<file path="src/sv/ihc_pkg.sv">
// ihc_pkg: types, constants and protocol tables for the IP header classifier.
// Depends on nothing; used by every module of the block.
package ihc_pkg;

	localparam int LenBitsDefault = 17;

	typedef struct packed {
		logic       func;
		logic [7:0] data_byte;
		logic       last_byte;
	} in_beat_t;

	typedef struct packed {
		logic [1:0]  status;
		logic [3:0]  ip_version;
		logic [7:0]  upper_protocol;
		logic [15:0] payload_offset;
		logic [15:0] payload_length;
		logic        tunneled;
	} out_beat_t;

	typedef enum logic [1:0] {
		ST_OK   = 2'd0,
		ST_MAL  = 2'd1,
		ST_UNK  = 2'd2,
		ST_FRAG = 2'd3
	} status_t;

	typedef enum logic [2:0] {
		PH_START = 3'd0,
		PH_V4    = 3'd1,
		PH_V6    = 3'd2,
		PH_EXT0  = 3'd3,
		PH_EXT1  = 3'd4,
		PH_SKIP  = 3'd5,
		PH_DRAIN = 3'd6
	} phase_t;

	localparam logic [7:0] PrHopopts  = 8'd0;
	localparam logic [7:0] PrIgmp     = 8'd2;
	localparam logic [7:0] PrIpv6     = 8'd41;
	localparam logic [7:0] PrFragment = 8'd44;
	localparam logic [7:0] PrDsr      = 8'd48;

	function automatic logic known_v4(input logic [7:0] p);
		case (p)
			8'd1, 8'd2, 8'd6, 8'd17, 8'd41, 8'd47, 8'd48, 8'd50,
			8'd51, 8'd88, 8'd89, 8'd103, 8'd112, 8'd115, 8'd132: known_v4 = 1'b1;
			default: known_v4 = 1'b0;
		endcase
	endfunction

	function automatic logic known_v6(input logic [7:0] p);
		case (p)
			8'd1, 8'd2, 8'd6, 8'd17, 8'd47, 8'd48, 8'd50, 8'd51,
			8'd58, 8'd88, 8'd103, 8'd112, 8'd132: known_v6 = 1'b1;
			default: known_v6 = 1'b0;
		endcase
	endfunction

	// Minimum-length rule for IGMP and DSR payloads.
	function automatic status_t upper_check(input logic [7:0] p, input logic [16:0] len);
		if (p == PrIgmp && len < 17'd8) upper_check = ST_MAL;
		else if (p == PrDsr && len < 17'd4) upper_check = ST_MAL;
		else upper_check = ST_OK;
	endfunction

endpackage

</file>
<file path="src/sv/ihc_parser.sv">
// ihc_parser: per-byte header state and the end-of-frame verdict.
// Depends on ihc_pkg. Takes one registered byte a cycle while en is high, gives a result
// strobe combinationally from the state and that byte.
module ihc_parser #(
	parameter int LEN_BITS = ihc_pkg::LenBitsDefault
) (
	input  logic                clk,
	input  logic                arst_n,
	input  logic                en,
	input  ihc_pkg::in_beat_t   beat,
	output logic                res_valid,
	output ihc_pkg::out_beat_t  res
);
	import ihc_pkg::*;

	localparam logic [LEN_BITS-1:0] CountMax = '1;

	logic [LEN_BITS-1:0] byte_count_q;
	phase_t              phase_q;
	logic [16:0]         csum_q;
	logic [7:0]          hlen_q;
	logic [15:0]         tlen_q;
	logic [7:0]          nproto_q;
	logic [15:0]         rem_q;
	logic [10:0]         ext_left_q;
	status_t             verdict_q;
	logic [13:0]         frag_q;
	logic                kind_q;
	logic [3:0]          ver_out_q, ver_in_q;
	logic [7:0]          v4p_q;
	logic [15:0]         plen_q;
	logic [15:0]         payoff_q;
	logic                wdone_q;

	logic [LEN_BITS-1:0] byte_count_d;
	phase_t              phase_d;
	logic [16:0]         csum_d;
	logic [7:0]          hlen_d;
	logic [15:0]         tlen_d;
	logic [7:0]          nproto_d;
	logic [15:0]         rem_d;
	logic [10:0]         ext_left_d;
	status_t             verdict_d;
	logic [13:0]         frag_d;
	logic                kind_d;
	logic [3:0]          ver_out_d, ver_in_d;
	logic [7:0]          v4p_d;
	logic [15:0]         plen_d;
	logic [15:0]         payoff_d;
	logic                wdone_d;

	logic [LEN_BITS:0]   pw;     // position, one bit wider for offset sums
	logic [LEN_BITS:0]   h6;
	logic [16:0]         csum_t;
	logic [11:0]         ext_size;
	logic [16:0]         v4_end;
	logic [7:0]          b;

	assign b = beat.data_byte;
	assign pw = {1'b0, byte_count_q};

	// Byte position clipped to the sixteen-bit offset field.
	function automatic logic [15:0] sat16(input logic [LEN_BITS:0] v);
		sat16 = (v > (LEN_BITS+1)'(16'hFFFF)) ? 16'hFFFF : v[15:0];
	endfunction

	always_comb begin
		phase_t ph;
		logic   do_res;
		byte_count_d = (byte_count_q < CountMax) ? byte_count_q + 1'b1 : byte_count_q;
		phase_d = phase_q; csum_d = csum_q; hlen_d = hlen_q; tlen_d = tlen_q;
		nproto_d = nproto_q; rem_d = rem_q; ext_left_d = ext_left_q;
		verdict_d = verdict_q; frag_d = frag_q; kind_d = kind_q;
		ver_out_d = ver_out_q; ver_in_d = ver_in_q; v4p_d = v4p_q;
		plen_d = plen_q; payoff_d = payoff_q; wdone_d = wdone_q;
		csum_t = '0; ext_size = '0; v4_end = '0; h6 = '0; do_res = 1'b0;
		ph = phase_q;
		if (phase_q == PH_START) begin
			kind_d = beat.func;
			ph = beat.func ? PH_V6 : PH_V4;
			phase_d = ph;
		end
		unique case (ph)
			PH_V4: begin
				if (pw == '0) begin
					ver_out_d = b[7:4];
					hlen_d = {2'b00, b[3:0], 2'b00};
				end else if (pw == (LEN_BITS+1)'(2)) tlen_d = {b, tlen_q[7:0]} & 16'hFF00;
				else if (pw == (LEN_BITS+1)'(3)) tlen_d = tlen_q | {8'h00, b};
				else if (pw == (LEN_BITS+1)'(6)) frag_d = {b[5:0], 8'h00};
				else if (pw == (LEN_BITS+1)'(7)) frag_d = frag_q | {6'd0, b};
				else if (pw == (LEN_BITS+1)'(9)) v4p_d = b;
				if (pw < (LEN_BITS+1)'(hlen_d)) begin
					csum_t = csum_q + (pw[0] ? {9'd0, b} : {1'b0, b, 8'h00});
					csum_d = csum_t[16] ? {1'b0, csum_t[15:0]} + 17'd1 : csum_t;
				end
				v4_end = (hlen_d >= 8'd20) ? {9'd0, hlen_d} : 17'd20;
				if (pw + 1'b1 == (LEN_BITS+1)'(v4_end))
					phase_d = (hlen_d >= 8'd20 && v4p_d == PrIpv6) ? PH_V6 : PH_DRAIN;
			end
			PH_V6: begin
				h6 = pw - (kind_d ? '0 : (LEN_BITS+1)'(hlen_q));
				if (h6 == '0) ver_in_d = b[7:4];
				else if (h6 == (LEN_BITS+1)'(4)) plen_d = {b, 8'h00};
				else if (h6 == (LEN_BITS+1)'(5)) plen_d = plen_q | {8'h00, b};
				else if (h6 == (LEN_BITS+1)'(6)) nproto_d = b;
				if (h6 == (LEN_BITS+1)'(39)) begin
					rem_d = plen_q;
					do_res = 1'b1;
				end else if (h6 > (LEN_BITS+1)'(39)) phase_d = PH_DRAIN;
			end
			PH_EXT0: begin
				nproto_d = b;
				phase_d = PH_EXT1;
			end
			PH_EXT1: begin
				ext_size = {1'b0, b, 3'b000} + 12'd8;
				if ({4'd0, rem_q} < {8'd0, ext_size}) begin
					verdict_d = ST_MAL; wdone_d = 1'b1;
					payoff_d = sat16({1'b0, byte_count_d}); phase_d = PH_DRAIN;
				end else begin
					rem_d = rem_q - {4'd0, ext_size};
					ext_left_d = 11'(ext_size - 12'd2);
					phase_d = PH_SKIP;
				end
			end
			PH_SKIP: begin
				if (ext_left_q != '0) ext_left_d = ext_left_q - 1'b1;
				if (ext_left_d == '0) do_res = 1'b1;
			end
			default: ;
		endcase
		// Resolve the next header after the fixed header or an extension.
		if (do_res) begin
			if (nproto_d == PrHopopts && rem_d >= 16'd2) phase_d = PH_EXT0;
			else begin
				wdone_d = 1'b1;
				payoff_d = sat16({1'b0, byte_count_d});
				phase_d = PH_DRAIN;
				if (nproto_d == PrHopopts) verdict_d = ST_MAL;
				else if (nproto_d == PrFragment)
					verdict_d = (rem_d < 16'd8) ? ST_MAL : ST_FRAG;
				else if (!known_v6(nproto_d)) verdict_d = ST_UNK;
				else verdict_d = upper_check(nproto_d, {1'b0, rem_d});
			end
		end
	end

	// Final verdict from the updated state.
	always_comb begin
		logic [LEN_BITS-1:0] len;
		logic [16:0]         nlen;
		logic [LEN_BITS:0]   l6;
		logic                v6;
		res = '0;
		len = byte_count_d;
		nlen = {1'b0, tlen_d} - {9'd0, hlen_d};
		l6 = '0; v6 = 1'b0;
		res_valid = en && beat.last_byte;
		if (!kind_d) begin
			res.ip_version = ver_out_d;
			if (len < LEN_BITS'(20) || hlen_d < 8'd20 || len < LEN_BITS'(hlen_d)
			    || csum_d != 17'h0FFFF) res.status = ST_MAL;
			else if (ver_out_d != 4'd4) res.status = ST_UNK;
			else if ({1'b0, len} < (LEN_BITS+1)'(tlen_d) || tlen_d < {8'd0, hlen_d})
				res.status = ST_MAL;
			else if (frag_d != '0) begin
				res.status = ST_FRAG; res.upper_protocol = v4p_d;
				res.payload_offset = {8'd0, hlen_d}; res.payload_length = nlen[15:0];
			end else if (v4p_d == PrIpv6) begin
				res.tunneled = 1'b1; res.ip_version = ver_in_d;
				l6 = (LEN_BITS+1)'(nlen); v6 = 1'b1;
			end else if (!known_v4(v4p_d)) begin
				res.status = ST_UNK; res.upper_protocol = v4p_d;
				res.payload_offset = {8'd0, hlen_d}; res.payload_length = nlen[15:0];
			end else begin
				res.status = upper_check(v4p_d, nlen);
				if (res.status == ST_OK) begin
					res.upper_protocol = v4p_d;
					res.payload_offset = {8'd0, hlen_d}; res.payload_length = nlen[15:0];
				end
			end
		end else begin
			res.ip_version = ver_in_d;
			l6 = {1'b0, len}; v6 = 1'b1;
		end
		if (v6) begin
			if (l6 < (LEN_BITS+1)'(40)) res.status = ST_MAL;
			else if (ver_in_d != 4'd6) res.status = ST_UNK;
			else if ({1'b0, l6} < (LEN_BITS+2)'(plen_d) + (LEN_BITS+2)'(40) || !wdone_d)
				res.status = ST_MAL;
			else begin
				res.status = verdict_d;
				if (verdict_d != ST_MAL) begin
					res.upper_protocol = nproto_d; res.payload_offset = payoff_d;
					res.payload_length = rem_d;
				end
			end
		end
	end

	always_ff @(posedge clk or negedge arst_n) begin
		if (!arst_n) begin
			byte_count_q <= '0; phase_q <= PH_START; csum_q <= '0; hlen_q <= '0;
			tlen_q <= '0; nproto_q <= '0; rem_q <= '0; ext_left_q <= '0;
			verdict_q <= ST_OK; frag_q <= '0; kind_q <= 1'b0; ver_out_q <= '0;
			ver_in_q <= '0; v4p_q <= '0; plen_q <= '0; payoff_q <= '0;
			wdone_q <= 1'b0;
		end else if (en && beat.last_byte) begin
			byte_count_q <= '0; phase_q <= PH_START; csum_q <= '0; hlen_q <= '0;
			tlen_q <= '0; nproto_q <= '0; rem_q <= '0; ext_left_q <= '0;
			verdict_q <= ST_OK; frag_q <= '0; kind_q <= 1'b0; ver_out_q <= '0;
			ver_in_q <= '0; v4p_q <= '0; plen_q <= '0; payoff_q <= '0;
			wdone_q <= 1'b0;
		end else if (en) begin
			byte_count_q <= byte_count_d; phase_q <= phase_d; csum_q <= csum_d;
			hlen_q <= hlen_d; tlen_q <= tlen_d; nproto_q <= nproto_d; rem_q <= rem_d;
			ext_left_q <= ext_left_d; verdict_q <= verdict_d; frag_q <= frag_d;
			kind_q <= kind_d; ver_out_q <= ver_out_d; ver_in_q <= ver_in_d;
			v4p_q <= v4p_d; plen_q <= plen_d; payoff_q <= payoff_d; wdone_q <= wdone_d;
		end
	end

`ifndef SYNTHESIS
	a_start_after_last: assert property (@(posedge clk) disable iff (!arst_n)
		en && beat.last_byte |=> phase_q == PH_START && byte_count_q == '0)
		else $error("parser not cleared after last byte");
	a_csum_range: assert property (@(posedge clk) disable iff (!arst_n)
		csum_q[16] == 1'b0) else $error("checksum carry not folded");
	a_skip_count: assert property (@(posedge clk) disable iff (!arst_n)
		phase_q == PH_SKIP |-> ext_left_q != '0) else $error("skip with zero count");
`endif

endmodule

</file>
<file path="src/sv/ip_header_classifier.sv">
// ip_header_classifier: top level, input register, parser and result register.
// Depends on ihc_pkg and ihc_parser.
// The result of a frame passes the input register, the parser and the result register.
// Throughput: one byte a cycle while in_stall is low; the input and the result register each hold a beat.
// Input stalls only while a result waits in the output register and the input
// register holds a last byte, so the parser never loses a result.
// Reset (arst_n low, asynchronous) clears all control state and the parse.
module ip_header_classifier #(
	parameter int LEN_BITS = ihc_pkg::LenBitsDefault
) (
	input  logic               clk,
	input  logic               arst_n,
	input  logic               in_valid,
	output logic               in_stall,
	input  ihc_pkg::in_beat_t  in_data,
	output logic               out_valid,
	input  logic               out_stall,
	output ihc_pkg::out_beat_t out_data
);
	import ihc_pkg::*;

	// Input stage: one byte held for the parser.
	logic       v_s1;
	in_beat_t   d_s1;
	logic       adv;       // the parser consumes the byte held in stage one
	logic       res_valid;
	out_beat_t  res;

	// A byte that ends a frame can only move on when the result register is free;
	// other bytes produce no result and always move on.
	assign adv = v_s1 && !(d_s1.last_byte && out_valid && out_stall);
	assign in_stall = v_s1 && !adv;

	always_ff @(posedge clk or negedge arst_n) begin
		if (!arst_n) begin
			v_s1 <= 1'b0;
		end else if (!in_stall) begin
			v_s1 <= in_valid;
		end
	end

	always_ff @(posedge clk) begin
		if (!in_stall && in_valid) begin
			d_s1 <= in_data;
		end
	end

	ihc_parser #(.LEN_BITS(LEN_BITS)) u_parser (
		.clk       (clk),
		.arst_n    (arst_n),
		.en        (adv),
		.beat      (d_s1),
		.res_valid (res_valid),
		.res       (res)
	);

	// Result register.
	always_ff @(posedge clk or negedge arst_n) begin
		if (!arst_n) begin
			out_valid <= 1'b0;
		end else if (res_valid) begin
			out_valid <= 1'b1;
		end else if (!out_stall) begin
			out_valid <= 1'b0;
		end
	end

	always_ff @(posedge clk) begin
		if (res_valid) begin
			out_data <= res;
		end
	end

`ifndef SYNTHESIS
	a_no_overwrite: assert property (@(posedge clk) disable iff (!arst_n)
		res_valid |-> !(out_valid && out_stall)) else $error("result overwritten");
	a_hold_stalled: assert property (@(posedge clk) disable iff (!arst_n)
		out_valid && out_stall |=> out_valid && $stable(out_data))
		else $error("stalled result changed");
	a_stall_reason: assert property (@(posedge clk) disable iff (!arst_n)
		in_stall |-> d_s1.last_byte && out_valid) else $error("needless stall");
`endif

endmodule
</file>
<file path="config.mk">
export PLATFORM = sky130hd
export DESIGN_NAME = ip_header_classifier
export DESIGN_NICKNAME = d
export VERILOG_FILES = /design/src/sv/ihc_pkg.sv /design/src/sv/ihc_parser.sv /design/src/sv/ip_header_classifier.sv
export SDC_FILE = /design/constraint.sdc
export NUM_CORES = 1
export LEC_CHECK = 0
export BUFFER_PORTS_ARGS = -buffer_cell sky130_fd_sc_hd__buf_2
export CELL_PAD_IN_SITES_DETAIL_PLACEMENT = 1
export CELL_PAD_IN_SITES_GLOBAL_PLACEMENT = 1
export CORE_ASPECT_RATIO = 0.5
export CORE_MARGIN = 2
export CORE_UTILIZATION = 52
export DETAILED_ROUTE_END_ITERATION = 10
export HOLD_SLACK_MARGIN = 0.05
export PLACE_DENSITY = 0.92
export SLEW_MARGIN = 20
export SYNTH_ARGS = -nofsm -noshare
export SYNTH_HDL_FRONTEND = slang
export SYNTH_SLANG_ARGS = --single-unit
</file>
<file path="constraint.sdc">
create_clock -name clk -period 18.4 [get_ports clk]
set_input_delay 0.92 -clock clk [delete_from_list [all_inputs] [get_ports clk]]
set_output_delay 0.92 -clock clk [all_outputs]
set_load 0.02 [all_outputs]
</file>
==> qor.log <==
INFO  route          viasPerCell=7.10
INFO  global_routing antenna_violations_before_repair=2
INFO  clock_network  clk_latency=0.56ns
INFO  cells_and_area final_net_count=2275
INFO  timing         max_freq=102MHz
INFO  timing         period_share=53.2%
INFO  yosys          syn_area=0.0178mm2
INFO  die            initial_core_util=53.4%
INFO  route          number_of_design_rule_violations_left_after_detail_routing=0
INFO  timing         report.final.setup_viol=0
INFO  global_routing track_usage=39.9%
INFO  yosys          post_synth_main_area_contributors=dfrtp_1, edfxtp_1, ha_1
INFO  yosys          ys_types=96
INFO  die            die_w=266um
INFO  clock_network  clock_path_buffers=3
INFO  yosys          synthDominantAreaCellType=dfrtp_1
INFO  die            dieArea=0.0359mm2
INFO  power          vdd_ir_drop_max=51.8uV
INFO  clock_network  cts_resized=0
INFO  timing         setup_tns=0ns
INFO  status         run_status=finished, final reports clean
INFO  timing         final.hold.worst_slack=0.275ns
INFO  timing         setup_ws=8.62ns
INFO  power          pwr_cell_area=115mW/mm2
INFO  power          static-leakage-power=8.19nW
INFO  timing         tightest_slew=1.07ns
INFO  timing         unrepaired_setup_endpoints_after_global_routing=false
INFO  yosys          portion_of_the_post_synthesis_area_used_by_sequential_elements=32.6%
INFO  route          drt.antenna.violating_nets=0
INFO  clock_network  cts_tree=built
INFO  placed_design  io_buffer_count=62
INFO  route          route.final.wire_length=71800um
INFO  yosys          ys_seq_elements=221
INFO  timing         final.setup_skew=0.0345ns
INFO  setup_path     worst_setup_path_end_kind=flop
INFO  placed_design  hpwlAfterDp=50200um
INFO  setup_path     worstSetupStartpointType=flop
INFO  yosys          synth_top_flop_cell=dfrtp_1
INFO  clock_network  count_of_hold_fix_buffers_inserted_at_cts=0
INFO  die            die-height=135um
INFO  placed_design  global_placer_s_final_weighted_congestion=1.00
INFO  setup_path     critPathMaxFanout=40
INFO  route          via_count=18600
INFO  timing         final_max_slew_viol_count=0
INFO  global_routing grt_pass1_wl=111000um
INFO  cells_and_area insertedDiodeCount=0
INFO  route          detailedRoute.firstIterationViolations=2240
INFO  yosys          syn_area_per_cell=8.21um2
INFO  die            floorplan.io_pins=63
INFO  yosys          synth-edff-count=57
INFO  cells_and_area flow.area_growth_from_synthesis=7.53%
INFO  yosys          async_flop_share=74.2%
INFO  global_routing global_route_total_overflow=0
INFO  setup_path     cp.arrival=10.10ns
INFO  global_routing grt_start_max_net_pins=73
INFO  yosys          yosysWarnings=0
INFO  setup_path     worst_path_required_time=18.72ns
INFO  clock_network  htreeDepth=1
INFO  setup_path     criticalPathCategory=flop to flop
INFO  timing         final-hold-violation-count=0
INFO  clock_network  cts_sinks=221
INFO  clock_network  tritoncts.num_buffers=23
INFO  cells_and_area layout-drive-gt1-share=8.81%
INFO  setup_path     cp_slowest_cell=a211oi_2
INFO  clock_network  cts_post_setup_buffers_inserted=0
INFO  hold_path      hold_path_class=input port to async pin
INFO  route          firstDrtPassIters=6
INFO  yosys          yosysTopAreaCellShare=23.0%
INFO  clock_network  clk_transition_reported_paths=0.06ns
INFO  timing         layout_min_cycle_time=9.78ns
INFO  route          wl_per_cell=27.4um
INFO  setup_path     critical-path-max-stage-delay=0.77ns
INFO  global_routing first_global_vias=18900
INFO  placed_design  post-place-ws=9.10ns
INFO  yosys          synthCells=2170
INFO  die            core_area=0.0334mm2
INFO  job            cap_viol_max_count=0
INFO  yosys          syn-num-nets=2283
INFO  timing         max-slew-margin-rel=28.2%
INFO  die            number_of_rows_created_at_floorplan=47
INFO  clock_network  root_buffer=clkbuf_16
layout by cell type (no fill, tap or decap), drive strengths merged, types with 39 or more instances in the layout:
cell type / n
dfrtp: 164
ha: 95
nand2: 257
inv: 63
o21ai: 189
buf: 93
xor2: 46
o22ai: 60
a21oi: 133
xnor2: 48
nor4: 40
mux2i: 58
edfxtp: 57
a22o: 39
nand3: 71
nor2: 191
nand4: 48
nor3: 63
flip-flops by register name (all words and copies together) (netlist names), 10 cells and up:
name	flops
out_data	47
u_parser.byte_count_q	17
u_parser.csum_q	17
u_parser.payoff_q	16
u_parser.plen_q	16
u_parser.rem_q	16
u_parser.tlen_q	16
u_parser.frag_q	14
u_parser.ext_left_q	11
d_s1	10
critical path, delay by kind of cell, from the launching register on:
| family | cells | cell delay [ns] |
|---|---|---|
| flops | 1 | 0.33 |
| simple gates | 13 | 3.98 |
| fa+ha+maj | 3 | 0.86 |
| compound gates | 10 | 3.11 |
| xor+xnor | 1 | 0.23 |
| buf+inv | 3 | 1.04 |
power breakdown:
part | leakage [nW] | total, W | internal [W] | switching (W)
logic | 5.04 | 0.00106 | 0.000344 | 0.000717
registers | 2.79 | 0.000657 | 0.000571 | 0.0000856
clock network | 0.359 | 0.000480 | 0.000259 | 0.000221
worst paths after layout:
check	slack, ns	to	startpoint	cells after the start
max in group asynchronous	16.81	u_parser.ext_left_q[5]	arst_n	2
min in group clk	0.49	u_parser.payoff_q[7]	u_parser.payoff_q[7]	2
worst max register to register	8.62	out_data[38]	d_s1[1]	30
worst min-delay path	0.27	u_parser.payoff_q[12]	arst_n	1
worst max-delay path	8.62	out_data[38]	d_s1[1]	30
worst min register to register	0.49	u_parser.payoff_q[7]	u_parser.payoff_q[7]	2
routing by layer:
layer  global-route usage (%)  vias up  part of all wire, %
met4                     15.5        2                  4.1
met3                     9.94      242                   11
met1                     53.7     9233                   41
met2                     62.1     1120                   44
li1                         -     8013                    -
met5                        0        -                0.018
final cells by class:
cell class,instances,area [um2]
Tap cell,441,552
Fill cell,4095,14200
Clock buffer,32,639
Inverter,63,236
Sequential cell,221,5820
Timing Repair Buffer,93,549
Clock inverter,10,91.3
Multi-Input combinational cell,1760,11300
cell families after synthesis:
logic type               synth area share (%)
adder cells (fa/ha/maj)                  7.12
AO/OA/AOI/OAI                            23.7
buffers and inverters                    4.27
flip-flops                               32.6
AND/OR/NAND/NOR                          23.8
multiplexers                             3.83
XOR/XNOR                                 4.62
Yosys cell counts (47+ instances only):
library cell  number
clkbuf_1          93
nand2_1          256
nor3_1            59
dfrtp_1          164
nand3_1           70
a21oi_1          130
mux2i_1           58
xnor2_1           48
nand4_1           47
edfxtp_1          57
ha_1              95
o22ai_1           60
inv_1             62
o21ai_0          179
nor2_1           189
stage by stage:
step                area [um2]  std cells  util (%)  power [W]
global route             19200       2620      57.4    0.00230
floorplan                17800       2170         -    0.00133
finish                   19200       2620      57.4    0.00220
global placement         18400       2578      55.1    0.00163
CTS                      19200       2620      57.3    0.00215
detailed placement       18400       2578      55.2    0.00167
Power figures use the tool's default switching activity.
